## config.mk

```make
export PLATFORM = sky130hd
export DESIGN_NAME = fic_front
export DESIGN_NICKNAME = d
export VERILOG_FILES = /design/src/rtl/fix_integrity_consensus_fsm_defines.svh /design/src/rtl/fic_pkg.sv /design/src/rtl/fic_front.sv
export SDC_FILE = /design/constraint.sdc
export NUM_CORES = 1
export LEC_CHECK = 0
export BUFFER_PORTS_ARGS = -buffer_cell sky130_fd_sc_hd__buf_2
export CAP_MARGIN = 20
export CORE_AREA = 2 2 278 280
export DETAILED_ROUTE_END_ITERATION = 8
export DIE_AREA = 0 0 280 282
export REMOVE_ABC_BUFFERS = 1
export SLEW_MARGIN = 20
export SYNTH_ARGS = -nofsm -noshare
export SYNTH_HDL_FRONTEND = slang
export SYNTH_SLANG_ARGS = --single-unit
```

## constraint.sdc

```tcl
create_clock -name vclk -period 5.92
set_input_delay 1.184 -clock vclk [all_inputs]
set_output_delay 1.184 -clock vclk [all_outputs]
set_load 0.01 [all_outputs]
```

## src/rtl/fix_integrity_consensus_fsm_defines.svh

```systemverilog
// Assertion macros for the fix integrity consensus monitor.
// Used by the top level only; no other dependencies.
`ifndef FIX_INTEGRITY_CONSENSUS_FSM_DEFINES_SVH
`define FIX_INTEGRITY_CONSENSUS_FSM_DEFINES_SVH
`ifndef SYNTHESIS
`define FIC_ASSERT_CLK(name, prop) \
  name: assert property (@(posedge clk) disable iff (rst) prop) else $error("check failed");
`define FIC_ASSERT_RST(name, prop) \
  name: assert property (@(posedge clk) prop) else $error("reset check failed");
`else
`define FIC_ASSERT_CLK(name, prop)
`define FIC_ASSERT_RST(name, prop)
`endif
`endif

```

## src/rtl/fic_pkg.sv

```systemverilog
// Shared types, constants and helper functions of the fix integrity monitor.
// No dependencies; used by every module of the block.
`timescale 1ns / 1ps
package fic_pkg;
  localparam int COUNT_BITS = 8;
  localparam int CMP_W = (COUNT_BITS > 8) ? COUNT_BITS : 8;
  localparam logic [COUNT_BITS-1:0] CNT_MAX = {COUNT_BITS{1'b1}};

  localparam logic [2:0] SEQ_LAST_STEP = 3'd7;

  localparam logic [2:0] REG_MAX_PTRACE = 3'd0;
  localparam logic [2:0] REG_MAX_ITRACE = 3'd1;
  localparam logic [2:0] REG_MAX_AGE    = 3'd2;
  localparam logic [2:0] REG_AP_MULT    = 3'd3;
  localparam logic [2:0] REG_AP_MIN     = 3'd4;
  localparam logic [2:0] REG_AP_MAX     = 3'd5;
  localparam logic [2:0] REG_MODE       = 3'd6;
  localparam logic [2:0] REG_STREAKS    = 3'd7;

  localparam logic [1:0] MS_NORMAL     = 2'd0;
  localparam logic [1:0] MS_SUSPECT    = 2'd1;
  localparam logic [1:0] MS_QUARANTINE = 2'd2;
  localparam logic [1:0] MS_RECOVERY   = 2'd3;

  localparam int R_UNAVAIL   = 0;
  localparam int R_UNCERTAIN = 1;
  localparam int R_DISAGREE  = 2;
  localparam int R_SUSPECT   = 3;
  localparam int R_GEN       = 4;

  typedef enum logic [3:0] {
    MON_NORMAL     = 4'b0001,
    MON_SUSPECT    = 4'b0010,
    MON_QUARANTINE = 4'b0100,
    MON_RECOVERY   = 4'b1000
  } mon_state_t;

  typedef struct packed {
    logic [39:0] max_primary_trace;
    logic [39:0] max_independent_trace;
    logic [19:0] max_independent_age;
    logic [15:0] aperture_multiplier;
    logic [23:0] aperture_min;
    logic [23:0] aperture_max;
    logic [1:0]  mode_bits;
    logic [23:0] streak_lengths;
  } cfg_t;

  typedef struct packed {
    logic [5:0]        flags;
    logic              p_healthy;
    logic              i_avail;
    logic              i_healthy;
    logic [2:0][34:0]  mag;
    logic [40:0]       trace_sum;
    logic [31:0]       generation;
  } item_t;

  typedef struct packed {
    logic [1:0]  monitor_state;
    logic [7:0]  recovery_run;
    logic        fix_permit;
    logic        request_reset;
    logic        promote_anchor;
    logic        agree;
    logic [4:0]  reason_bits;
    logic [63:0] distance_sq;
    logic [47:0] aperture_sq;
  } result_t;

  function automatic logic [CMP_W-1:0] streak_len(input logic [7:0] v);
    logic [CMP_W-1:0] r;
    r = CMP_W'(v);
    if (v == 8'd0) r = CMP_W'(1);
    return r;
  endfunction

  function automatic logic [COUNT_BITS-1:0] inc_sat(input logic [COUNT_BITS-1:0] c);
    logic [COUNT_BITS-1:0] r;
    r = (c == CNT_MAX) ? CNT_MAX : c + 1'b1;
    return r;
  endfunction

  function automatic logic [CMP_W-1:0] cnt_ext(input logic [COUNT_BITS-1:0] c);
    return CMP_W'(c);
  endfunction

  function automatic logic [1:0] state_code(input mon_state_t s);
    logic [1:0] r;
    unique case (s)
      MON_NORMAL:     r = MS_NORMAL;
      MON_SUSPECT:    r = MS_SUSPECT;
      MON_QUARANTINE: r = MS_QUARANTINE;
      MON_RECOVERY:   r = MS_RECOVERY;
      default:        r = MS_NORMAL;
    endcase
    return r;
  endfunction
endpackage

```

## src/rtl/fic_front.sv

```systemverilog
// Front end: accepts input beats, grades both fixes and forms axis distances.
// Depends on fic_pkg.
`timescale 1ns / 1ps
module fic_front (
  input  fic_pkg::cfg_t   cfg,
  input  logic [5:0]      flags,
  input  logic [33:0]     primary_x,
  input  logic [33:0]     primary_y,
  input  logic [33:0]     primary_z,
  input  logic [39:0]     primary_trace,
  input  logic [33:0]     indep_x,
  input  logic [33:0]     indep_y,
  input  logic [33:0]     indep_z,
  input  logic [39:0]     indep_trace,
  input  logic [19:0]     indep_age,
  input  logic [31:0]     indep_generation,
  output fic_pkg::item_t  item
);
  logic [2:0][33:0] pa;
  logic [2:0][33:0] ia;
  logic [2:0][34:0] diff;

  assign pa = {primary_z, primary_y, primary_x};
  assign ia = {indep_z, indep_y, indep_x};

  always_comb begin
    item = '0;
    item.flags = flags;
    item.p_healthy = flags[0] && (primary_trace <= cfg.max_primary_trace);
    item.i_avail = flags[1] && (indep_age <= cfg.max_independent_age);
    item.i_healthy = item.i_avail && (indep_trace <= cfg.max_independent_trace);
    for (int k = 0; k < 3; k++) begin
      diff[k] = {pa[k][33], pa[k]} - {ia[k][33], ia[k]};
      item.mag[k] = diff[k][34] ? (35'd0 - diff[k]) : diff[k];
    end
    item.trace_sum = {1'b0, primary_trace} + {1'b0, indep_trace};
    item.generation = indep_generation;
  end
endmodule

```

==> impl_results.md <==
- Area of the core: 75700 µm²
- I/O Pins: 719
- Starting density of the core: 17.69%
- Fillers: 8351
- Synth Area in Adders: 23.48%
- Die width: 280 µm
- Final wirelength: 65.76 mm
- CLK BUF: 0
- Psw: 0.001542 W
- Slowest stage cell, crit path: or4b_4
- Combinational fraction of design power: 100.0%
- Synth area leader: ha_1
- Crit-path max cell delay: 550 ps
- Final ANT Viol Nets: 0
- Die footprint: 78960 µm²
- Layout cell share with drive strength beyond 1: 36.59%
- Largest net degree at the start of global routing: 23
- Outcome: finished, violations left
- Top-area cell type share of the netlist area: 22.89%
- Period minus WS final: 6004 ps
- CP top delay family: simple AND/OR/NAND/NOR gates
- CP required: 4740 ps
- Port Buffers: 557
- Synth Area in Simple Gates: 21.66%
- Internal: 0.001275 W
- DRC: 0
- WS Path Type: input port to output port
- First-pass GRT wire length: 93.98 mm
- Yosys warning total: 0
- Sequential cell area: 0 µm²
- FP Rows: 101
- Dpl ws: -362.6 ps
- Slew Limit Fails: 0
- Cell Area, Synth: 13390 µm²
- Syn_area_per_cell: 6.820 µm²
- Critical path startpoint category: input port
- Yosys cell types: 89
- Vias in the first global route: 16.42k
- # nets final: 3502
- Hold_buf cts: 0
- Endpoints failing setup: 2
- Violated checks: negative setup slack
- Switching Share: 54.74%
- Top post-synthesis cells by area: ha_1 23%, xnor2_1 7.8%, inv_1 7.0%
- Final Power: 0.002818 W
- Buffers plus inverters on the worst setup path: 5
- Hpwl dp: 58.39 mm
- Count leader, synth: inv_1
- Slew HR: 53.47%
- Crit end category: output port
- Mux cell area share after synthesis: 0.4671%
- Wirelength per Cell: 17.75 µm
- Hold/Removal Path Class: input port to output port
- Maximum vdd drop: 0.00006823 V
- Seq/Total Area, Yosys: 0%
- Cell Pwr Density: 140.6 nW/µm²
- Sequential share of power: 0%
- Footprint of the multi-input gates: 12910 µm²
- Post-Synth XOR/XNOR Area: 13.01%
- Clk pwr share: 0%
- Grt ovf: 0
- Mapped Cells: 1964
- Area growth syn-to-layout: 49.66%
- FFs & Latches: 0
- Tcrit/Tclk final: 101.4%
- Initial DRC Count: 798
- Final setup margin: -84.05 ps
- Worst-Margin Slew: 692.6 ps
- Max Fclk: 166.6 MHz
- Max-cap violations: 0
- Top post-synthesis cells by count: 249 x inv_1, 245 x ha_1, 171 x a21oi_1
- Final hold violations: 0
- Cell area after layout: 20050 µm²
- Detailed Routing Iterations Pass 1: 7
- Critical Path Fanout Max: 3
- Static Leak: 10.34 nW
- Via density: 4.646
- Compound-cell area share of the yosys netlist: 30.97%
- Main combinational cell family by area after synthesis: compound AO/OA/AOI/OAI gates
- CP Cell Sequence: buf_6 -> inv_4 -> ha_4 -> fa_2 -> nand2b_4 -> a21oi_4 -> o31a_1 -> buf_6 -> nor4_4 -> buf_4 -> or3_4 -> o211ai_2 -> or4b_4 -> or4_4 -> or4b_4 -> nand2_2 -> xor2_1 -> buf_2
- RSZ-0062 raised after global routing: yes
- Crit path DAT: 4820 ps
- GP Congestion: 0.9502
- Total number of vias: 17.21k
- Die height: 282 µm
- Hold WS: 2368 ps
- GRT Total Usage: 15.29%
- Setup TNS: -147.5 ps
- Post-DP Area: 18890 µm²
- Initial antenna violation count: 7
## final timing paths
kind / start / to / slack (ps) / depth (start not counted)
worst max-delay path: primary_x[0] / item[105] / -80 / 18
worst min-delay path: indep_generation[12] / item[12] / 2370 / 0
## cell families (layout without fill, tap and decap cells)
kind of cell,count (synthesis),count (layout)
AO/OA/AOI/OAI,625,625
other,0,7
XOR/XNOR,199,199
adder cells (fa/ha/maj),249,249
buffers and inverters,331,1086
multiplexers,6,6
AND/OR/NAND/NOR,554,554
## area by class of cell
type               count  area share (%)
well taps            978           6.104
diodes                 7         0.08739
multi-input cells   1633           64.38
inverters            249           4.675
repair buffers       837           24.75
## layout by cell type (no fill, tap or decap), types with 11 or more instances in the layout
cell	n
buf_2	556
xor2_1	78
a21oi_1	160
nand2b_1	18
nand2_1	110
a31oi_1	18
a21o_1	91
ha_1	231
ha_4	11
or3_1	13
o211ai_1	16
o31ai_1	14
a21oi_2	13
xnor2_1	119
and2_1	19
inv_1	245
o21bai_1	14
nor4_1	13
o21a_1	43
nand3_1	33
buf_4	272
o21ai_1	14
o21ai_0	100
or2_2	11
and3_1	24
nor3_1	35
nor2b_1	27
nand4_1	49
nor2_1	129
a211oi_1	12
## what timing repair did
action / in CTS / in global routing
setup endpoints to repair: 37 / 99
cloned: 0 / 1
pin swaps: 42 / 65
buffers inserted: 21 / 7
resized for setup: 72 / 98
## per-stage QoR
stage	std cells	util, %
detailed placement	3668	24.95
CTS	3689	25.64
global route	3700	26.47
finish	3704	26.48
floorplan	1882	-
global placement	3668	24.95
## routing by layer
metal | global-route usage [%] | vias up | wire [µm]
met1 | 17.14 | 7854 | 26110
met3 | 6.729 | 89 | 7268
met4 | 4.401 | 10 | 2171
met5 | 5.617 | - | 637
met2 | 25.53 | 682 | 29580
li1 | - | 8574 | -
## power groups by stage
stage,Sequential (W),Combinational (W),Clock [W]
after floorplan,0,0.00146,0
after global placement,0,0.00261,0
after detailed placement,0,0.00262,0
after CTS,0,0.00270,0
after global routing,0,0.00305,0.0000000000678
final,0,0.00282,0.000000000105
Power figures use the tool's default switching activity.
