**config.mk**
```make
export PLATFORM = sky130hd
export DESIGN_NAME = fic_back
export DESIGN_NICKNAME = d
export VERILOG_FILES = /design/src/rtl/fix_integrity_consensus_fsm_defines.svh /design/src/rtl/fic_pkg.sv /design/src/rtl/fic_back.sv
export SDC_FILE = /design/constraint.sdc
export NUM_CORES = 2
export LEC_CHECK = 0
export BUFFER_PORTS_ARGS = -buffer_cell sky130_fd_sc_hd__buf_2
export CORE_MARGIN = 2
export CORE_UTILIZATION = 30
export CTS_CLUSTER_SIZE = 30
export DETAILED_ROUTE_END_ITERATION = 10
export SLEW_MARGIN = 30
export SYNTH_ARGS = -nofsm -noshare
export SYNTH_HDL_FRONTEND = slang
export SYNTH_SLANG_ARGS = --single-unit
```
**constraint.sdc**
```tcl
create_clock -name clk -period 19.6 [get_ports clk]
set_input_delay 2.94 -clock clk [delete_from_list [all_inputs] [get_ports clk]]
set_output_delay 2.94 -clock clk [all_outputs]
set_load 0.01 [all_outputs]
```
**src/rtl/fix_integrity_consensus_fsm_defines.svh**
```systemverilog
// Assertion macros for the fix integrity consensus monitor.
// Used by the top level only; no other dependencies.
`ifndef FIX_INTEGRITY_CONSENSUS_FSM_DEFINES_SVH
`define FIX_INTEGRITY_CONSENSUS_FSM_DEFINES_SVH
`ifndef SYNTHESIS
`define FIC_ASSERT_CLK(name, prop) \
  name: assert property (@(posedge clk) disable iff (rst) prop) else $error("check failed");
`define FIC_ASSERT_RST(name, prop) \
  name: assert property (@(posedge clk) prop) else $error("reset check failed");
`else
`define FIC_ASSERT_CLK(name, prop)
`define FIC_ASSERT_RST(name, prop)
`endif
`endif

```
**src/rtl/fic_pkg.sv**
```systemverilog
// Shared types, constants and helper functions of the fix integrity monitor.
// No dependencies; used by every module of the block.
`timescale 1ns / 1ps
package fic_pkg;
  localparam int COUNT_BITS = 8;
  localparam int CMP_W = (COUNT_BITS > 8) ? COUNT_BITS : 8;
  localparam logic [COUNT_BITS-1:0] CNT_MAX = {COUNT_BITS{1'b1}};

  localparam logic [2:0] SEQ_LAST_STEP = 3'd7;

  localparam logic [2:0] REG_MAX_PTRACE = 3'd0;
  localparam logic [2:0] REG_MAX_ITRACE = 3'd1;
  localparam logic [2:0] REG_MAX_AGE    = 3'd2;
  localparam logic [2:0] REG_AP_MULT    = 3'd3;
  localparam logic [2:0] REG_AP_MIN     = 3'd4;
  localparam logic [2:0] REG_AP_MAX     = 3'd5;
  localparam logic [2:0] REG_MODE       = 3'd6;
  localparam logic [2:0] REG_STREAKS    = 3'd7;

  localparam logic [1:0] MS_NORMAL     = 2'd0;
  localparam logic [1:0] MS_SUSPECT    = 2'd1;
  localparam logic [1:0] MS_QUARANTINE = 2'd2;
  localparam logic [1:0] MS_RECOVERY   = 2'd3;

  localparam int R_UNAVAIL   = 0;
  localparam int R_UNCERTAIN = 1;
  localparam int R_DISAGREE  = 2;
  localparam int R_SUSPECT   = 3;
  localparam int R_GEN       = 4;

  typedef enum logic [3:0] {
    MON_NORMAL     = 4'b0001,
    MON_SUSPECT    = 4'b0010,
    MON_QUARANTINE = 4'b0100,
    MON_RECOVERY   = 4'b1000
  } mon_state_t;

  typedef struct packed {
    logic [39:0] max_primary_trace;
    logic [39:0] max_independent_trace;
    logic [19:0] max_independent_age;
    logic [15:0] aperture_multiplier;
    logic [23:0] aperture_min;
    logic [23:0] aperture_max;
    logic [1:0]  mode_bits;
    logic [23:0] streak_lengths;
  } cfg_t;

  typedef struct packed {
    logic [5:0]        flags;
    logic              p_healthy;
    logic              i_avail;
    logic              i_healthy;
    logic [2:0][34:0]  mag;
    logic [40:0]       trace_sum;
    logic [31:0]       generation;
  } item_t;

  typedef struct packed {
    logic [1:0]  monitor_state;
    logic [7:0]  recovery_run;
    logic        fix_permit;
    logic        request_reset;
    logic        promote_anchor;
    logic        agree;
    logic [4:0]  reason_bits;
    logic [63:0] distance_sq;
    logic [47:0] aperture_sq;
  } result_t;

  function automatic logic [CMP_W-1:0] streak_len(input logic [7:0] v);
    logic [CMP_W-1:0] r;
    r = CMP_W'(v);
    if (v == 8'd0) r = CMP_W'(1);
    return r;
  endfunction

  function automatic logic [COUNT_BITS-1:0] inc_sat(input logic [COUNT_BITS-1:0] c);
    logic [COUNT_BITS-1:0] r;
    r = (c == CNT_MAX) ? CNT_MAX : c + 1'b1;
    return r;
  endfunction

  function automatic logic [CMP_W-1:0] cnt_ext(input logic [COUNT_BITS-1:0] c);
    return CMP_W'(c);
  endfunction

  function automatic logic [1:0] state_code(input mon_state_t s);
    logic [1:0] r;
    unique case (s)
      MON_NORMAL:     r = MS_NORMAL;
      MON_SUSPECT:    r = MS_SUSPECT;
      MON_QUARANTINE: r = MS_QUARANTINE;
      MON_RECOVERY:   r = MS_RECOVERY;
      default:        r = MS_NORMAL;
    endcase
    return r;
  endfunction
endpackage

```
**src/rtl/fic_back.sv**
```systemverilog
// Back end: shared multiplier sequence for distance and aperture, then the
// four-state monitor update and the output register. Depends on fic_pkg.
`timescale 1ns / 1ps
module fic_back (
  input  logic              clk,
  input  logic              rst,
  input  fic_pkg::cfg_t     cfg,
  input  logic              q_empty,
  input  fic_pkg::item_t    q_head,
  output logic              q_pop,
  output logic              res_valid,
  input  logic              res_ready,
  output fic_pkg::result_t  res
);
  typedef enum logic [2:0] {
    SEQ_IDLE = 3'b001,
    SEQ_MUL  = 3'b010,
    SEQ_FIN  = 3'b100
  } seq_t;

  seq_t seq;
  logic [2:0] step;
  fic_pkg::item_t it;
  logic [63:0] dsq;
  logic [63:0] ap;
  logic [31:0] m2;
  logic [47:0] lo_sq;
  logic [31:0] op_a, op_b;
  logic [63:0] prod;
  logic axis_big;
  logic [64:0] dist_sum;
  logic [63:0] ap_raised;

  fic_pkg::mon_state_t st, st_next;
  logic [fic_pkg::COUNT_BITS-1:0] sr, dr, rr, sr_next, dr_next, rr_next, rinc;
  logic [31:0] last_gen;
  logic gen_seen;
  fic_pkg::result_t res_next;
  logic fin_fire;

  logic fixed, sus, hard, rec_h, both, agr, eff, gen_changed, disagreement;
  logic [fic_pkg::CMP_W-1:0] len_s, len_q, len_r, rr_ext;

  assign q_pop = (seq == SEQ_IDLE) && !q_empty;
  assign fin_fire = (seq == SEQ_FIN) && (!res_valid || res_ready);

  always_comb begin
    op_a = '0;
    op_b = '0;
    axis_big = 1'b0;
    case (step)
      3'd0, 3'd1, 3'd2: begin
        op_a = it.mag[step[1:0]][31:0];
        op_b = it.mag[step[1:0]][31:0];
        axis_big = |it.mag[step[1:0]][34:32];
      end
      3'd3: begin
        op_a = {16'd0, cfg.aperture_multiplier};
        op_b = {16'd0, cfg.aperture_multiplier};
      end
      3'd4: begin
        op_a = m2;
        op_b = {7'd0, it.trace_sum[40:16]};
      end
      3'd5: begin
        op_a = m2;
        op_b = {16'd0, it.trace_sum[15:0]};
      end
      3'd6: begin
        op_a = {8'd0, cfg.aperture_min};
        op_b = {8'd0, cfg.aperture_min};
      end
      default: begin
        op_a = {8'd0, cfg.aperture_max};
        op_b = {8'd0, cfg.aperture_max};
      end
    endcase
    prod = op_a * op_b;
    dist_sum = {1'b0, dsq} + {1'b0, prod};
    ap_raised = (ap < {16'd0, lo_sq}) ? {16'd0, lo_sq} : ap;
  end

  always_ff @(posedge clk) begin
    if (rst) begin
      seq <= SEQ_IDLE;
      step <= 3'd0;
    end else begin
      unique case (seq)
        SEQ_IDLE: begin
          if (!q_empty) begin
            seq <= SEQ_MUL;
            step <= 3'd0;
          end
        end
        SEQ_MUL: begin
          step <= step + 3'd1;
          if (step == fic_pkg::SEQ_LAST_STEP) seq <= SEQ_FIN;
        end
        SEQ_FIN: begin
          if (fin_fire) seq <= SEQ_IDLE;
        end
        default: seq <= SEQ_IDLE;
      endcase
    end
  end

  always_ff @(posedge clk) begin
    if (q_pop) begin
      it <= q_head;
      dsq <= '0;
    end
    if (seq == SEQ_MUL) begin
      case (step)
        3'd0, 3'd1, 3'd2: begin
          if (axis_big || dist_sum[64]) dsq <= '1;
          else dsq <= dist_sum[63:0];
        end
        3'd3: m2 <= prod[31:0];
        3'd4: ap <= prod;
        3'd5: ap <= ap + {16'd0, prod[63:16]};
        3'd6: lo_sq <= prod[47:0];
        default: ap <= (ap_raised > prod) ? prod : ap_raised;
      endcase
    end
  end

  always_comb begin
    fixed = it.flags[2];
    sus = it.flags[3];
    hard = it.flags[4];
    rec_h = it.flags[5];
    both = it.p_healthy && it.i_healthy;
    agr = both && (dsq <= ap);
    eff = sus && (it.i_healthy || !cfg.mode_bits[0]) && (!it.i_healthy || !agr);
    gen_changed = gen_seen && (it.generation != last_gen);
    disagreement = fixed && both && !agr && (!cfg.mode_bits[1] || sus);
    len_s = fic_pkg::streak_len(cfg.streak_lengths[7:0]);
    len_q = fic_pkg::streak_len(cfg.streak_lengths[15:8]);
    len_r = fic_pkg::streak_len(cfg.streak_lengths[23:16]);
    sr_next = eff ? fic_pkg::inc_sat(sr) : '0;
    dr_next = disagreement ? fic_pkg::inc_sat(dr) : '0;
    rr_next = rr;
    rinc = fic_pkg::inc_sat(rr);
    st_next = st;
    res_next = '0;
    unique case (st)
      fic_pkg::MON_NORMAL: begin
        if (hard) begin
          st_next = fic_pkg::MON_QUARANTINE;
          rr_next = '0;
          res_next.request_reset = 1'b1;
        end else if (fic_pkg::cnt_ext(sr_next) >= len_s ||
                     fic_pkg::cnt_ext(dr_next) >= len_s) begin
          st_next = fic_pkg::MON_SUSPECT;
        end
      end
      fic_pkg::MON_SUSPECT: begin
        if (hard || fic_pkg::cnt_ext(sr_next) >= len_q ||
            fic_pkg::cnt_ext(dr_next) >= len_q) begin
          st_next = fic_pkg::MON_QUARANTINE;
          rr_next = '0;
          res_next.request_reset = 1'b1;
        end else if (!eff && !disagreement) begin
          st_next = fic_pkg::MON_NORMAL;
        end
      end
      fic_pkg::MON_QUARANTINE: begin
        if (fixed && agr && !eff && !gen_changed) begin
          st_next = fic_pkg::MON_RECOVERY;
          rr_next = fic_pkg::COUNT_BITS'(1);
        end
      end
      fic_pkg::MON_RECOVERY: begin
        if (gen_changed || eff || (fixed && !agr)) begin
          st_next = fic_pkg::MON_QUARANTINE;
          rr_next = '0;
        end else if (fixed && agr) begin
          if (fic_pkg::cnt_ext(rinc) >= len_r) begin
            st_next = fic_pkg::MON_NORMAL;
            rr_next = '0;
            sr_next = '0;
            dr_next = '0;
            res_next.promote_anchor = 1'b1;
          end else begin
            rr_next = rinc;
          end
        end
      end
      default: st_next = fic_pkg::MON_NORMAL;
    endcase
    rr_ext = fic_pkg::cnt_ext(rr_next);
    res_next.monitor_state = fic_pkg::state_code(st_next);
    res_next.recovery_run = rr_ext[7:0];
    res_next.fix_permit = !fixed || (st_next == fic_pkg::MON_NORMAL) ||
                          ((st_next == fic_pkg::MON_RECOVERY) && agr && rec_h);
    res_next.agree = agr;
    res_next.reason_bits[fic_pkg::R_UNAVAIL] = !it.i_avail;
    res_next.reason_bits[fic_pkg::R_UNCERTAIN] = it.i_avail && !it.i_healthy;
    res_next.reason_bits[fic_pkg::R_DISAGREE] = both && !agr;
    res_next.reason_bits[fic_pkg::R_SUSPECT] = sus || hard;
    res_next.reason_bits[fic_pkg::R_GEN] = gen_changed;
    res_next.distance_sq = both ? dsq : '0;
    res_next.aperture_sq = both ? ap[47:0] : '0;
  end

  always_ff @(posedge clk) begin
    if (rst) begin
      st <= fic_pkg::MON_NORMAL;
      sr <= '0;
      dr <= '0;
      rr <= '0;
      last_gen <= '0;
      gen_seen <= 1'b0;
      res_valid <= 1'b0;
    end else begin
      res_valid <= fin_fire || (res_valid && !res_ready);
      if (fin_fire) begin
        st <= st_next;
        sr <= sr_next;
        dr <= dr_next;
        rr <= rr_next;
        if (it.i_avail) begin
          last_gen <= it.generation;
          gen_seen <= 1'b1;
        end
      end
    end
  end

  always_ff @(posedge clk) begin
    if (fin_fire) res <= res_next;
  end
endmodule

```
==> out/qor.csv <==
stage,metric,value,unit
outcome,status,finished clean,
synth,"Distinct cells, synth",110,
synth,share of the synthesized area in the top cell type,26.23,%
critical_path,arrival time at the worst endpoint,16.89,ns
timing,clk_skew,0.06635,ns
timing,Final Max Tran Viols,0,
cells_and_area,Nets,9573,
place,placer congestion estimate,1.007,
timing,Fmax,61.25,MHz
synth,Post-Synth Simple-Gate Area,13.75,%
critical_path,Critical path buffers and inverters,6,
critical_path,Startpoint Class,input pin,
clock_network,Post-CTS Setup Bufs,0,
critical_path,CP max stage cell,a222oi_1,
die,Initial Util,30.15,%
global_routing,first-pass GRT wire length,372500,um
place,placed cells,10630,
synth,Syn. warnings,0,
synth,Synth Area in Compound Gates,13.01,%
job,Max-Cap Viols,0,
synth,Post-synth EDFFs,460,
timing,setup ws final,3.274,ns
clock_network,Post-CTS Hold Buffers,0,
critical_path,Top delay family on crit path,adder cells,
die,Die X,482.0,um
cells_and_area,fraction of layout cells with a size suffix above 1,10.57,%
clock_network,clock buffer depth,3,
synth,multiplexer area fraction after synthesis,0.6280,%
synth,syn avg cell area,9.220,um2
synth,ys flop type,edfxtp_1,
clock_network,Root Driver,clkbuf_16,
die,row count,175,
place,DP Worst Slack,2.895,ns
global_routing,GRT Residual Overflow,0,
critical_path,critical path endpoint category,flop,
critical_path,CP max FO,20,
drt,Via density,5.207,
timing,worst-margin pin slew,1.104,ns
critical_path,reg2reg setup slack,3.50,ns
drt,WL/cell,23.30,um
critical_path,critical path class,in2reg,
drt,# DRC,0,
drt,Iter 0 DRT Violations,4880,
cells_and_area,area growth from synthesis to layout,11.74,%
die,Top Ports,514,
clock_network,register clock-pin slew on the reported worst setup and hold paths,0.07,ns
clock_network,TritonCTS clock tree,built,
synth,Seq cells post-synth,592,
critical_path,max incr delay on CP,0.74,ns
timing,RSZ-0062 raised after global routing,no,
synth,Synth Area in Adders,37.33,%
timing,Slew HR,26.40,%
synth,main area contributors after synthesis,"fa_1 26%, edfxtp_1 20%, ha_1 11%",
timing,Setup-failing EPs final,0,
critical_path,crit-path most repeated cell,fa_1,
global_routing,largest net degree at the start of global routing,82,
timing,crit share post-route,83.30,%
synth,XOR/XNOR share of the synthesized area,2.642,%
cells_and_area,fill count,23320,
clock_network,clk sink count,592,
critical_path,required time worst endpoint,20.16,ns
global_routing,Global Route Usage Sum,21.33,%
synth,sequential fraction of the synthesis area,24.01,%
die,die height,482.0,um
global_routing,vias in the first global route,57560,
drt,first drt pass iteration count,9,
synth,"count leader, synth",inv_1,
place,hpwl dp,199900,um
clock_network,later-pin clock latency in the skew report,0.72,ns
hold_path,Min-Delay Path Class,reg2reg,
timing,minimum clock period,16.33,ns
synth,Synth top cells by count,"1,163 x inv_1, 898 x fa_1, 829 x nand2_1, 750 x nor2_1, 608 x ha_1",
drt,DRT Wirelength,250800,um
drt,Via Count,56050,
synth,Yosys top cell by area,fa_1,
synth,async set or reset register ratio after synthesis,0,%
clock_network,H-tree depth,2,
synth,largest family of logic cells by synthesized area,adder cells,
clock_network,CTS resizes,0,
timing,setup_tns,0,ns
timing,Fin. Hold Viols,0,
synth,Syn Inst Count,7433,
global_routing,initial antenna violation count,15,
cells_and_area,Layout Cells excl Fill,10760,
synth,Mapped Nets,9320,
drt,Final ANT Viol Nets,0,
clock_network,TritonCTS Buffers,60,
die,CORE AREA,227300,um2
place,PortBufs,411,
die,Die ar.,232300,um2
synth,mapped cell area,68540,um2
[per-stage QoR]
stage | area, um2 | hold slack [ns] | util (%)
floorplan | 68540 | 0.4337 | -
global placement | 74210 | 0.4481 | 32.65
detailed placement | 74330 | 0.4595 | 32.70
CTS | 76460 | 0.4687 | 33.64
global route | 76560 | 0.4821 | 33.69
finish | 76580 | 0.4682 | 33.70
[sequential cells by signal, indices dropped and copies added, names as in the netlist, 3 cells and up]
signal and cells:
it 183, rr 8, dsq 64, seq 3, sr 8, last_gen 32, step 3, ap 64
m2 32, res 131, lo_sq 48, st 4, dr 8
[cell families after synthesis]
family                   Yosys count
AND/OR/NAND/NOR                 2155
buffers and inverters           1550
adder cells (fa/ha/maj)         1506
AO/OA/AOI/OAI                   1382
flip-flops                       592
XOR/XNOR                         205
multiplexers                      43
[cell type report]
class	instances	area, um2	area share, %
inverter	1168	4397	5.741
multi-input combinational	5291	46460	60.66
antenna	18	45.04	0.05882
timing repair buffer	573	3329	4.348
clock inverter	37	476.7	0.6225
clock buffer	76	1657	2.163
tap	3009	3765	4.916
sequential	592	16460	21.49
[cell usage in the layout, fill, tap and decap left out, types with 17 or more instances in the layout]
cell type,n
nor2b_1,38
diode_2,18
fa_1,898
ha_1,608
edfxtp_1,460
nor3_1,49
and3_1,112
o21ai_1,42
a22oi_1,85
xor2_1,95
dfxtp_1,131
nand2_1,827
clkbuf_16,61
nand4_1,88
mux2i_1,43
nor2_1,744
buf_4,155
a21o_1,177
a211oi_1,29
a21oi_2,19
and2_1,17
a31oi_1,22
buf_2,414
or2_2,18
a21oi_1,429
nand2b_1,57
xnor2_1,104
nand3_1,112
o21ai_0,249
o21a_1,61
nor4_1,28
o21bai_1,31
inv_1,1161
[final timing paths]
check        cells after the start            to          from
max                             41        ap[56]       cfg[89]
min                              2  last_gen[26]  last_gen[26]
max reg2reg                     46        ap[56]       step[1]
min reg2reg                      2  last_gen[26]  last_gen[26]
[routing by layer]
layer	part of all wire (%)	routed length (um)	vias to the layer above	global-route usage, %
met5	0.0048	12	-	0
met4	6.5	16400	2	12.03
met3	8.5	21210	534	4.305
met2	46	114200	2429	34.10
met1	39	98950	28060	26.86
li1	-	-	25020	-
[worst min-delay path: stages (launching register included)]
cell	delay [ns]
dfxtp_1	0.32
nand2_1	0.05
a21oi_1	0.05
Power is left out: the tool's default activity adds up to more than one toggle a clock period on the data nets, which glitch-free logic cannot reach.
