File: src/rtl/fix_integrity_consensus_fsm_defines.svh
// Assertion macros for the fix integrity consensus monitor.
// Used by the top level only; no other dependencies.
`ifndef FIX_INTEGRITY_CONSENSUS_FSM_DEFINES_SVH
`define FIX_INTEGRITY_CONSENSUS_FSM_DEFINES_SVH
`ifndef SYNTHESIS
`define FIC_ASSERT_CLK(name, prop) \
  name: assert property (@(posedge clk) disable iff (rst) prop) else $error("check failed");
`define FIC_ASSERT_RST(name, prop) \
  name: assert property (@(posedge clk) prop) else $error("reset check failed");
`else
`define FIC_ASSERT_CLK(name, prop)
`define FIC_ASSERT_RST(name, prop)
`endif
`endif

File: src/rtl/fic_pkg.sv
// Shared types, constants and helper functions of the fix integrity monitor.
// No dependencies; used by every module of the block.
`timescale 1ns / 1ps
package fic_pkg;
  localparam int COUNT_BITS = 8;
  localparam int CMP_W = (COUNT_BITS > 8) ? COUNT_BITS : 8;
  localparam logic [COUNT_BITS-1:0] CNT_MAX = {COUNT_BITS{1'b1}};

  localparam logic [2:0] SEQ_LAST_STEP = 3'd7;

  localparam logic [2:0] REG_MAX_PTRACE = 3'd0;
  localparam logic [2:0] REG_MAX_ITRACE = 3'd1;
  localparam logic [2:0] REG_MAX_AGE    = 3'd2;
  localparam logic [2:0] REG_AP_MULT    = 3'd3;
  localparam logic [2:0] REG_AP_MIN     = 3'd4;
  localparam logic [2:0] REG_AP_MAX     = 3'd5;
  localparam logic [2:0] REG_MODE       = 3'd6;
  localparam logic [2:0] REG_STREAKS    = 3'd7;

  localparam logic [1:0] MS_NORMAL     = 2'd0;
  localparam logic [1:0] MS_SUSPECT    = 2'd1;
  localparam logic [1:0] MS_QUARANTINE = 2'd2;
  localparam logic [1:0] MS_RECOVERY   = 2'd3;

  localparam int R_UNAVAIL   = 0;
  localparam int R_UNCERTAIN = 1;
  localparam int R_DISAGREE  = 2;
  localparam int R_SUSPECT   = 3;
  localparam int R_GEN       = 4;

  typedef enum logic [3:0] {
    MON_NORMAL     = 4'b0001,
    MON_SUSPECT    = 4'b0010,
    MON_QUARANTINE = 4'b0100,
    MON_RECOVERY   = 4'b1000
  } mon_state_t;

  typedef struct packed {
    logic [39:0] max_primary_trace;
    logic [39:0] max_independent_trace;
    logic [19:0] max_independent_age;
    logic [15:0] aperture_multiplier;
    logic [23:0] aperture_min;
    logic [23:0] aperture_max;
    logic [1:0]  mode_bits;
    logic [23:0] streak_lengths;
  } cfg_t;

  typedef struct packed {
    logic [5:0]        flags;
    logic              p_healthy;
    logic              i_avail;
    logic              i_healthy;
    logic [2:0][34:0]  mag;
    logic [40:0]       trace_sum;
    logic [31:0]       generation;
  } item_t;

  typedef struct packed {
    logic [1:0]  monitor_state;
    logic [7:0]  recovery_run;
    logic        fix_permit;
    logic        request_reset;
    logic        promote_anchor;
    logic        agree;
    logic [4:0]  reason_bits;
    logic [63:0] distance_sq;
    logic [47:0] aperture_sq;
  } result_t;

  function automatic logic [CMP_W-1:0] streak_len(input logic [7:0] v);
    logic [CMP_W-1:0] r;
    r = CMP_W'(v);
    if (v == 8'd0) r = CMP_W'(1);
    return r;
  endfunction

  function automatic logic [COUNT_BITS-1:0] inc_sat(input logic [COUNT_BITS-1:0] c);
    logic [COUNT_BITS-1:0] r;
    r = (c == CNT_MAX) ? CNT_MAX : c + 1'b1;
    return r;
  endfunction

  function automatic logic [CMP_W-1:0] cnt_ext(input logic [COUNT_BITS-1:0] c);
    return CMP_W'(c);
  endfunction

  function automatic logic [1:0] state_code(input mon_state_t s);
    logic [1:0] r;
    unique case (s)
      MON_NORMAL:     r = MS_NORMAL;
      MON_SUSPECT:    r = MS_SUSPECT;
      MON_QUARANTINE: r = MS_QUARANTINE;
      MON_RECOVERY:   r = MS_RECOVERY;
      default:        r = MS_NORMAL;
    endcase
    return r;
  endfunction
endpackage

File: src/rtl/fic_queue.sv
// Two-entry queue of graded items between the front and back ends.
// Depends on fic_pkg.
`timescale 1ns / 1ps
module fic_queue (
  input  logic            clk,
  input  logic            rst,
  input  logic            push,
  input  fic_pkg::item_t  push_item,
  output logic            full,
  input  logic            pop,
  output logic            empty,
  output fic_pkg::item_t  head
);
  fic_pkg::item_t mem [2];
  logic rd_ptr, wr_ptr;
  logic [1:0] count;

  assign full = (count == 2'd2);
  assign empty = (count == 2'd0);
  assign head = mem[rd_ptr];

  always_ff @(posedge clk) begin
    if (rst) begin
      rd_ptr <= 1'b0;
      wr_ptr <= 1'b0;
      count <= 2'd0;
    end else begin
      if (push) wr_ptr <= ~wr_ptr;
      if (pop) rd_ptr <= ~rd_ptr;
      count <= count + {1'b0, push} - {1'b0, pop};
    end
  end

  always_ff @(posedge clk) begin
    if (push) mem[wr_ptr] <= push_item;
  end
endmodule

File: config.mk
export PLATFORM = sky130hd
export DESIGN_NAME = fic_queue
export DESIGN_NICKNAME = d
export VERILOG_FILES = /design/src/rtl/fix_integrity_consensus_fsm_defines.svh /design/src/rtl/fic_pkg.sv /design/src/rtl/fic_queue.sv
export SDC_FILE = /design/constraint.sdc
export NUM_CORES = 1
export LEC_CHECK = 0
export ABC_CLOCK_PERIOD_IN_PS = 17000
export BUFFER_PORTS_ARGS = -buffer_cell sky130_fd_sc_hd__buf_4
export CAP_MARGIN = 20
export CORE_ASPECT_RATIO = 1.75
export CORE_MARGIN = 5
export CORE_UTILIZATION = 50
export CTS_BUF_LIST = sky130_fd_sc_hd__clkbuf_4 sky130_fd_sc_hd__clkbuf_8
export CTS_CLUSTER_DIAMETER = 100
export DETAILED_ROUTE_END_ITERATION = 6
export GPL_TIMING_DRIVEN = 0
export PLACE_DENSITY = 0.87
export SETUP_SLACK_MARGIN = 0.15
export SYNTH_ARGS = -nofsm -noshare
export SYNTH_HDL_FRONTEND = slang
export SYNTH_SLANG_ARGS = --single-unit
File: constraint.sdc
create_clock -name clk -period 17 [get_ports clk]
set_input_delay 3.4 -clock clk [delete_from_list [all_inputs] [get_ports clk]]
set_output_delay 3.4 -clock clk [all_outputs]
set_load 0.1 [all_outputs]
==> results of run 1 <==
## synthesized netlist by cell type (all sizes together)
master / count
edfxtp: 374
mux2: 187
buf: 21
dfxtp: 5
nor2: 5
nor2b: 3
ha: 2
inv: 2
xnor2: 2
and2: 1
xnor3: 1
## cells by family (layout without fill, tap and decap cells)
| family | after synthesis | in the layout | synth area share [%] |
|---|---|---|---|
| fa+ha+maj | 2 | 2 | 0.176 |
| other cells | 0 | 3 | 0 |
| buf+inv | 23 | 493 | 1.49 |
| simple gates | 9 | 9 | 0.307 |
| xor+xnor | 3 | 3 | 0.281 |
| flops | 379 | 379 | 79.5 |
| mux | 187 | 187 | 18.2 |
## worst paths after layout
path	endpoint	slack, ns	cells past startpoint
max	head[100]	11.58	5
min reg2reg	rd_ptr$_SDFFE_PP0P_	0.52	2
max reg2reg	mem[1][182]$_DFFE_PP_	14.77	3
min	rd_ptr$_SDFFE_PP0P_	0.52	2
## state kept, by name (all words and copies together) (netlist names), named ones only
signal,flops
count,2
wr_ptr,1
mem,374
rd_ptr,1
## report_power, final
group	leakage (nW)	internal (W)	switching [W]	total (W)
clock network	0.489	0.000330	0.000311	0.000641
logic	3.27	0.000176	0.000482	0.000658
registers	3.55	0.00109	0.0000141	0.00111
total	7.31	0.00160	0.000807	0.00240
## per-layer routing
| layer | part of all wire, % | up-vias | track usage (%) |
|---|---|---|---|
| met3 | 7.6 | 79 | 5.88 |
| met4 | 4.1 | 10 | 8.55 |
| met2 | 57 | 281 | 35.7 |
| li1 | - | 3278 | - |
| met5 | 0.26 | - | 0 |
| met1 | 31 | 3524 | 17.2 |
## layout by cell type, fill, tap and decap left out
cell type and instances:
and2_4 1, buf_12 6, buf_16 2, buf_2 5
buf_4 379, buf_6 16, bufinv_16 2, clkbuf_4 6
clkbuf_8 53, clkinv_1 13, clkinv_2 8, clkinvlp_4 1
dfxtp_1 5, diode_2 3, edfxtp_1 374, ha_1 2
inv_1 2, mux2_2 57, mux2_4 130, nor2_1 5
nor2b_1 2, nor2b_4 1, xnor2_1 2, xnor3_1 1
## critical path, delay by kind of cell (launching register included)
| kind | cells | cell delay (ns) |
|---|---|---|
| multiplexers | 1 | 0.32 |
| buffers and inverters | 4 | 0.78 |
| flip-flops | 1 | 0.33 |
## final cells by class
class,instances,area share (%)
Antenna cell,3,0.0402
Clock buffer,59,4.15
Multi-Input combinational cell,201,14.5
Inverter,2,0.0402
Buffer,21,1.10
Tap cell,373,2.50
Timing Repair Buffer,387,16.2
Clock inverter,24,0.837
Sequential cell,379,60.7
## stage by stage
step	hold slack [ns]	utilization [%]	setup WS (ns)	cell area (sq um)	power, W
6_report	0.522	66.5	11.58	18700	0.00240
5_1_grt	0.554	66.5	11.46	18700	0.00249
4_1_cts	0.526	66.5	11.49	18700	0.00243
3_5_place_dp	0.513	63.2	11.60	17700	0.00179
3_3_place_gp	0.499	62.5	0.264	17600	0.00179
2_1_floorplan	0.480	-	4.77	14200	0.00164
==> reports/results.ini, run 1 <==
[status]
status = finished, final reports clean

[critical_path]
arrival_ns = 2.02
r2r_start = wr_ptr$_SDFFE_PP0P_
path_common_cell = buf_6
path_class = reg2out
cp_slowest_cell = dfxtp_1
path_max_fanout = 10
worstSetupStartpointType = register
cp.required_ns = 13.60
cpPeakStageDelay_ns = 0.33
cp_cell_sequence = buf_6, buf_6, buf_6, mux2_4, buf_4
end_kind = output port

[sta]
fmax_mhz = 185
slew-limit-headroom_pct = 40.9
tightest_slew_ns = 0.886
slew_viol_final = 0
min_period_ns = 5.42
min_period_over_period_pct = 31.9
timing.clock.skew_ns = 0.0226
hold_viol_final = 0
setup_viol_count_final = 0
rsz0062_at_grt = false
finalSetupTns_ns = 0

[job]
cap_violations = 0

[synthesis]
syn-num-nets = 796
syn_inst = 603
ys_types = 13
synth_top_area_share_pct = 78.8
yosysWarnings = 0
syn_area_per_cell_sq_um = 23.6
seq_area_frac_synth_pct = 79.5
ys_ff_latch = 379
synthTopCellsByArea = edfxtp_1, mux2_4, mux2_2
synth_area_sq_um = 14200
synth_area_leader_cell = edfxtp_1

[final_layout]
seq_area_sq_um = 11300
multi_input_area_sq_um = 2710
drive_gt1_share_pct = 62.2
synthToLayoutAreaGrowth_pct = 31.1
fill_cells = 1819
fin_cells = 1449
nNetsFinal = 1236

[route]
drtIter0Drc = 278
vias = 7172
drc = 0
ant_nets = 0
first_pass_iters = 4
drt-wirelength-per-cell_um = 21.5
viasPerCell = 4.95
drt-total-wl_mm = 31.2

[cts]
clkLatencyLatePin_ns = 0.58
cts_tree = yes
cts.sinks = 379
root_buffer = clkbuf_8
clock_path_buffers = 3
cts_resized = 0
clk_pin_slew_ns = 0.06
cts_setup_buffers = 0
cts_buffers = 51
h-tree-depth = 2
cts_hold_buffers = 0

[pwr]
powerDensity_nw_per_um2 = 129
ir_drop_v = 0.000107
p_leak_nw = 7.31

[placed_design]
io_buffers = 379
dp.cells = 1363
hpwl_mm = 22.7
place_congestion = 0.788

[die]
dieArea_sq_um = 32100
fp.coreArea_sq_um = 28100
die_x_um = 138
fp.dieH_um = 233
num_rows = 81
start_util_pct = 50.7
num_io_pins = 380

[worst_hold_path]
holdCritPathClass = reg2reg
min_from = rd_ptr$_SDFFE_PP0P_

[global_routing]
antenna_found_initial = 8
grt_pass1_wl_mm = 43.8
grt_pass1_vias = 7768
grt_max_degree = 67
grt_overflow = 0
grt_usage_pct = 18.6

(Power assumes the default switching activity.)
==> inputs of run 2 (changes only) <==
--- a/config.mk
+++ b/config.mk
@@ -5,7 +5,7 @@
 export SDC_FILE = /design/constraint.sdc
 export NUM_CORES = 1
 export LEC_CHECK = 0
-export ABC_CLOCK_PERIOD_IN_PS = 17000
+export ABC_CLOCK_PERIOD_IN_PS = 5390
 export BUFFER_PORTS_ARGS = -buffer_cell sky130_fd_sc_hd__buf_4
 export CAP_MARGIN = 20
 export CORE_ASPECT_RATIO = 1.75
==> constraint.sdc (replaced) <==
create_clock -name clk -period 5.39 [get_ports clk]
set_input_delay 1.078 -clock clk [delete_from_list [all_inputs] [get_ports clk]]
set_output_delay 1.078 -clock clk [all_outputs]
set_load 0.1 [all_outputs]
==> reports/results.ini, run 2 (synthesis results as in run 1) <==
[status]
status = finished, final reports clean

[die]
die_x_um = 138  ; unchanged
fp.dieH_um = 233  ; unchanged
start_util_pct = 50.7  ; unchanged
dieArea_sq_um = 32100  ; unchanged
fp.coreArea_sq_um = 28100  ; unchanged
num_rows = 81  ; unchanged
num_io_pins = 380  ; unchanged

[final_layout]
layout_common_cells = buf_4, edfxtp_1, mux2_4
top_regs = mem x374, count x2
nNetsFinal = 1237  ; +0.081%
design_area_sq_um = 18800  ; +0.63%
synthToLayoutAreaGrowth_pct = 32.0
drive_gt1_share_pct = 62.6  ; +0.47 points
mostFrequentLayoutCell = buf_4
largest_reg_flops = 374  ; unchanged
fill_cells = 1827  ; +0.44%
top_register = mem

[critical_path]
end_kind = output port
worstSetupStartpointType = register
r2r_start = wr_ptr$_SDFFE_PP0P_
arrival_ns = 2.05  ; +0.03 ns
r2r_slack_ns = 3.18  ; -11.59 ns
path_class = reg2out
rr_endpoint = mem[0][116]$_DFFE_PP_
cp.required_ns = 4.31  ; -9.29 ns
reg2reg_depth = 5  ; +2
path_max_fanout = 10  ; unchanged

[sta]
min_period_ns = 3.13
timing.clock.skew_ns = 0.0318  ; +0.00920 ns
setup_viol_count_final = 0  ; unchanged
fmax_mhz = 319
slew_viol_final = 0  ; unchanged
rsz0062_at_grt = false
slew-limit-headroom_pct = 50.8  ; +9.9 points
hold_viol_final = 0  ; unchanged
min_period_over_period_pct = 58.1
finalSetupTns_ns = 0  ; unchanged
tightest_slew_ns = 0.736  ; -0.149 ns

[pwr]
ir_drop_v = 0.000281  ; +160%
finalPower_w = 0.00763  ; +220%
p_leak_nw = 7.37  ; +0.83%
powerDensity_nw_per_um2 = 406  ; +220%

[worst_hold_path]
min_to = rd_ptr$_SDFFE_PP0P_
min_path_cells = 2  ; unchanged
holdCritPathClass = reg2reg
min_from = rd_ptr$_SDFFE_PP0P_

[job]
cap_violations = 0  ; unchanged

[cts]
root_buffer = clkbuf_8
cts.sinks = 379  ; unchanged
cts_setup_buffers = 0  ; unchanged
cts_hold_buffers = 0  ; unchanged
clock_path_buffers = 3  ; unchanged
clkLatencyLatePin_ns = 0.58  ; about the same
h-tree-depth = 2  ; unchanged
clk_pin_slew_ns = 0.07  ; about the same
cts_tree = yes
cts_buffers = 50  ; -2.0%
cts_resized = 0  ; unchanged

[placed_design]
hpwl_mm = 22.9  ; +0.53%
dpl_cell_area_sq_um = 17800  ; +0.44%
io_buffers = 379  ; unchanged
place_congestion = 0.785  ; -0.37%

[global_routing]
antenna_found_initial = 3  ; -5
grt_overflow = 0  ; unchanged
grt_max_degree = 67  ; unchanged
grt_pass1_wl_mm = 45.2  ; +3.1%
grt_pass1_vias = 7991  ; +2.9%
grt_usage_pct = 19.1  ; +0.45 points

[route]
ant_nets = 0  ; unchanged
drc = 0  ; unchanged
vias = 7213  ; +0.57%
drtIter0Drc = 364  ; +31%
first_pass_iters = 4  ; unchanged
viasPerCell = 4.95  ; about the same
drt-wirelength-per-cell_um = 21.4  ; -0.59%
drt-total-wl_mm = 31.1  ; about the same

==> run 2: worst max path at each step <==
stage,from,endpoint,slack [ns],cells past startpoint
after floorplan,push,mem[0][0]$_DFFE_PP_,1.08,1
after global placement,push,mem[0][106]$_DFFE_PP_,-0.42,2
after global routing,register,head[77],2.13,5
after CTS,register,head[77],2.15,5
final,register,head[77],2.26,5
after detailed placement,push,mem[0][116]$_DFFE_PP_,2.29,6
==> run 2: worst max-delay path, stage by stage, from the launching register on <==
cell	delay, ns
dfxtp_1	0.33
buf_6	0.14
buf_6	0.21
buf_6	0.21
mux2_4	0.33
buf_4	0.24
==> run 2: layout make-up <==
type	instances	area, sq um	share of cell area [%]
Sequential cell	379	11300	60.3
Tap cell	373	467	2.48
Inverter	2	7.51	0.0399
Timing Repair Buffer	389	3100	16.5
Multi-Input combinational cell	201	2710	14.4
Buffer	21	205	1.09
Antenna cell	3	7.51	0.0399
Clock inverter	17	98.8	0.526
Clock buffer	72	872	4.64
==> run 2: per-layer routing <==
metal | vias up | track usage (%) | share of wire (%)
met3 | 82 | 4.70 | 6.9
met1 | 3552 | 18.4 | 31
met4 | 0 | 10.2 | 5.3
li1 | 3283 | - | -
met5 | - | 0 | 0
met2 | 296 | 36.0 | 57
==> run 2: power by group <==
part | total [W] | internal, W | switching (W)
clock network | 0.00206 | 0.00108 | 0.000974
logic | 0.00209 | 0.000565 | 0.00152
registers | 0.00349 | 0.00344 | 0.0000448
total | 0.00763 | 0.00509 | 0.00254
==> run 2: metrics by stage <==
| stage | worst slack (ns) | utilization (%) | std cells | hold WS [ns] |
|---|---|---|---|---|
| detailed placement | 2.29 | 63.5 | 1365 | 0.510 |
| CTS | 2.15 | 66.9 | 1454 | 0.532 |
| floorplan | 1.08 | - | 603 | 0.480 |
| global route | 2.13 | 67.0 | 1457 | 0.547 |
| finish | 2.26 | 67.0 | 1457 | 0.528 |
| global placement | -0.421 | 62.6 | 1355 | 0.497 |
==> inputs of run 3 (changes only) <==
--- a/config.mk
+++ b/config.mk
@@ -5,17 +5,17 @@
 export SDC_FILE = /design/constraint.sdc
 export NUM_CORES = 1
 export LEC_CHECK = 0
-export ABC_CLOCK_PERIOD_IN_PS = 5390
+export ABC_CLOCK_PERIOD_IN_PS = 2600
 export BUFFER_PORTS_ARGS = -buffer_cell sky130_fd_sc_hd__buf_4
 export CAP_MARGIN = 20
 export CORE_ASPECT_RATIO = 1.75
 export CORE_MARGIN = 5
-export CORE_UTILIZATION = 50
+export CORE_UTILIZATION = 49
 export CTS_BUF_LIST = sky130_fd_sc_hd__clkbuf_4 sky130_fd_sc_hd__clkbuf_8
 export CTS_CLUSTER_DIAMETER = 100
 export DETAILED_ROUTE_END_ITERATION = 6
 export GPL_TIMING_DRIVEN = 0
-export PLACE_DENSITY = 0.87
+export PLACE_DENSITY = 0.89
 export SETUP_SLACK_MARGIN = 0.15
 export SYNTH_ARGS = -nofsm -noshare
 export SYNTH_HDL_FRONTEND = slang
==> constraint.sdc (replaced) <==
create_clock -name clk -period 2.6 [get_ports clk]
set_input_delay 0.52 -clock clk [delete_from_list [all_inputs] [get_ports clk]]
set_output_delay 0.52 -clock clk [all_outputs]
set_load 0.1 [all_outputs]
==> reports/results.ini, run 3 (synthesis results as in run 1) <==
[global_routing]
grt_pass1_vias = 8046  ; +0.69%
grt_pass1_wl_mm = 47.1  ; +4.2%
grt_usage_pct = 18.9  ; -0.14 points
antenna_found_initial = 7  ; +4
grt_max_degree = 68  ; +1.5%
grt_overflow = 0  ; unchanged

[critical_path]
r2r_start = wr_ptr$_SDFFE_PP0P_
path_max_fanout = 6  ; -4
path_class = reg2out
arrival_ns = 1.92  ; -0.13 ns
end_kind = output port
reg2reg_depth = 5  ; unchanged
cp.required_ns = 2.08  ; -2.23 ns
r2r_slack_ns = 0.50  ; -2.68 ns
rr_endpoint = mem[0][116]$_DFFE_PP_
worstSetupStartpointType = register

[sta]
timing.clock.skew_ns = 0.0110  ; -0.0209 ns
fmax_mhz = 409
slew-limit-headroom_pct = 33.9  ; -17 points
setup_viol_count_final = 0  ; unchanged
tightest_slew_ns = 0.987  ; +0.251 ns
min_period_over_period_pct = 93.9
min_period_ns = 2.44
hold_viol_final = 0  ; unchanged
setup_ws_ns = 0.157  ; -2.10 ns
rsz0062_at_grt = true
slew_viol_final = 0  ; unchanged

[final_layout]
top_register = mem
largest_reg_flops = 374  ; unchanged
multi_input_area_sq_um = 2720  ; +0.32%
fill_cells = 1683  ; -7.9%
synthToLayoutAreaGrowth_pct = 41.6
layout_common_cells = edfxtp_1, buf_4, mux2_4
mostFrequentLayoutCell = edfxtp_1
design_area_sq_um = 20200  ; +7.3%
seq_area_sq_um = 11300  ; about the same
top_regs = mem x374, count x2
nNetsFinal = 1251  ; +1.1%
drive_gt1_share_pct = 63.8  ; +1.1 points

[route]
first_pass_iters = 4  ; unchanged
drtIter0Drc = 382  ; +4.9%
viasPerCell = 5.10  ; +3.0%
wl_met3_mm = 2.29  ; +6.9%
drc = 0  ; unchanged
drt-total-wl_mm = 35.8  ; +15%
ant_nets = 0  ; unchanged
drt-wirelength-per-cell_um = 24.2  ; +13%
wl_met1_mm = 11.6  ; +20%
highest_layer = met5
wl_met2_mm = 20.0  ; +13%
vias = 7544  ; +4.6%

[die]
fp.dieH_um = 236  ; +0.97%
die_x_um = 139  ; +0.94%
num_rows = 82  ; +1.2%
fp.coreArea_sq_um = 28700  ; +2.3%
num_io_pins = 380  ; unchanged
dieArea_sq_um = 32700  ; +1.9%
start_util_pct = 49.6  ; -1.2 points

[cts]
cts_tree = yes
clk_pin_slew_ns = 0.07  ; about the same
clock_path_buffers = 3  ; unchanged
cts_hold_buffers = 0  ; unchanged
clkLatencyLatePin_ns = 0.56  ; -0.02 ns
cts_buffers = 50  ; unchanged
root_buffer = clkbuf_8
cts.sinks = 379  ; unchanged
h-tree-depth = 2  ; unchanged

[placed_design]
place_ws_ns = -0.0990  ; -2.39 ns
dpl_cell_area_sq_um = 17800  ; -0.16%
place_congestion = 0.809  ; +3.0%
io_buffers = 379  ; unchanged
hpwl_mm = 23.3  ; +2.1%

[worst_hold_path]
min_path_cells = 1  ; -1
holdCritPathClass = in2reg
min_from = push_item[50]
min_to = mem[0][50]$_DFFE_PP_

[pwr]
powerDensity_nw_per_um2 = 820  ; +100%
ir_drop_v = 0.000602  ; +110%
p_leak_nw = 7.89  ; +7.1%

[status]
status = finished, final reports clean

[job]
cap_violations = 0  ; unchanged

[run 3: cell types whose count changed in the layout (fill, tap and decap cells not counted), moves of 2 or more]
cell | before | now
buf_4 | 379 | 252
buf_6 | 16 | 73
buf_12 | 3 | 58
buf_8 | 0 | 22
clkbuf_16 | 0 | 11
clkinv_2 | 4 | 10
clkinv_1 | 11 | 6
buf_2 | 5 | 1
clkbuf_4 | 19 | 22
buf_16 | 7 | 5
[run 3: repair_timing]
item	in CTS	in global routing
pin swaps	0	0
cloned	0	14
setup endpoints to repair	180	200
resized for setup	116	153
buffers inserted	0	1
[run 3: final cells by class]
cell class                 instances  share of cell area (%)
sequential                       379                    56.2
antenna                            4                  0.0496
tap                              378                    2.34
inverter                           2                  0.0372
clock buffer                      74                    4.40
clock inverter                    18                   0.546
multi-input combinational        202                    13.5
timing repair buffer             402                    21.2
buffer                            21                    1.79
[run 3: stage by stage]
| stage | utilization, % | cells | hold slack, ns | power, W | TNS (ns) |
|---|---|---|---|---|---|
| finish | 70.2 | 1480 | 0.138 | 0.0165 | 0 |
| global route | 70.2 | 1479 | 0.0789 | 0.0171 | 0 |
| CTS | 66.9 | 1461 | 0.0867 | 0.0162 | 0 |
| detailed placement | 61.9 | 1369 | 0.522 | 0.0117 | -1.95 |
| global placement | 61.2 | 1360 | 0.497 | 0.0116 | -854.23 |
| floorplan | - | 603 | 0.480 | 0.0107 | -341.84 |
[run 3: worst max-delay path, cell delays in order, from the launching register on]
cell       delay, ns
dfxtp_4         0.36
buf_12          0.14
clkbuf_16       0.18
clkbuf_16       0.16
mux2_4          0.32
buf_12          0.17
[run 3: how the worst max path moves through the flow]
| stage | startpoint | end | slack, ns | cells after the start |
|---|---|---|---|---|
| floorplan | push | mem[0][0]$_DFFE_PP_ | -1.16 | 1 |
| global placement | push | mem[0][60]$_DFFE_PP_ | -2.67 | 2 |
| detailed placement | push | mem[0][59]$_DFFE_PP_ | -0.1 | 6 |
| CTS | register | head[133] | 0.04 | 5 |
| global route | register | head[68] | 0.08 | 5 |
| finish | register | head[86] | 0.16 | 5 |
[run 3: per-layer routing]
metal  global-route usage (%)  vias to the layer above
met3                     5.79                      103
met1                     18.8                     3778
met4                     9.26                        6
met2                     35.3                      332
li1                         -                     3325
met5                        0                        -
[run 3: where the power goes]
group	switching (W)	internal, W
clock	0.00210	0.00229
sequential	0.000104	0.00714
combinational	0.00331	0.00160
total	0.00551	0.0110
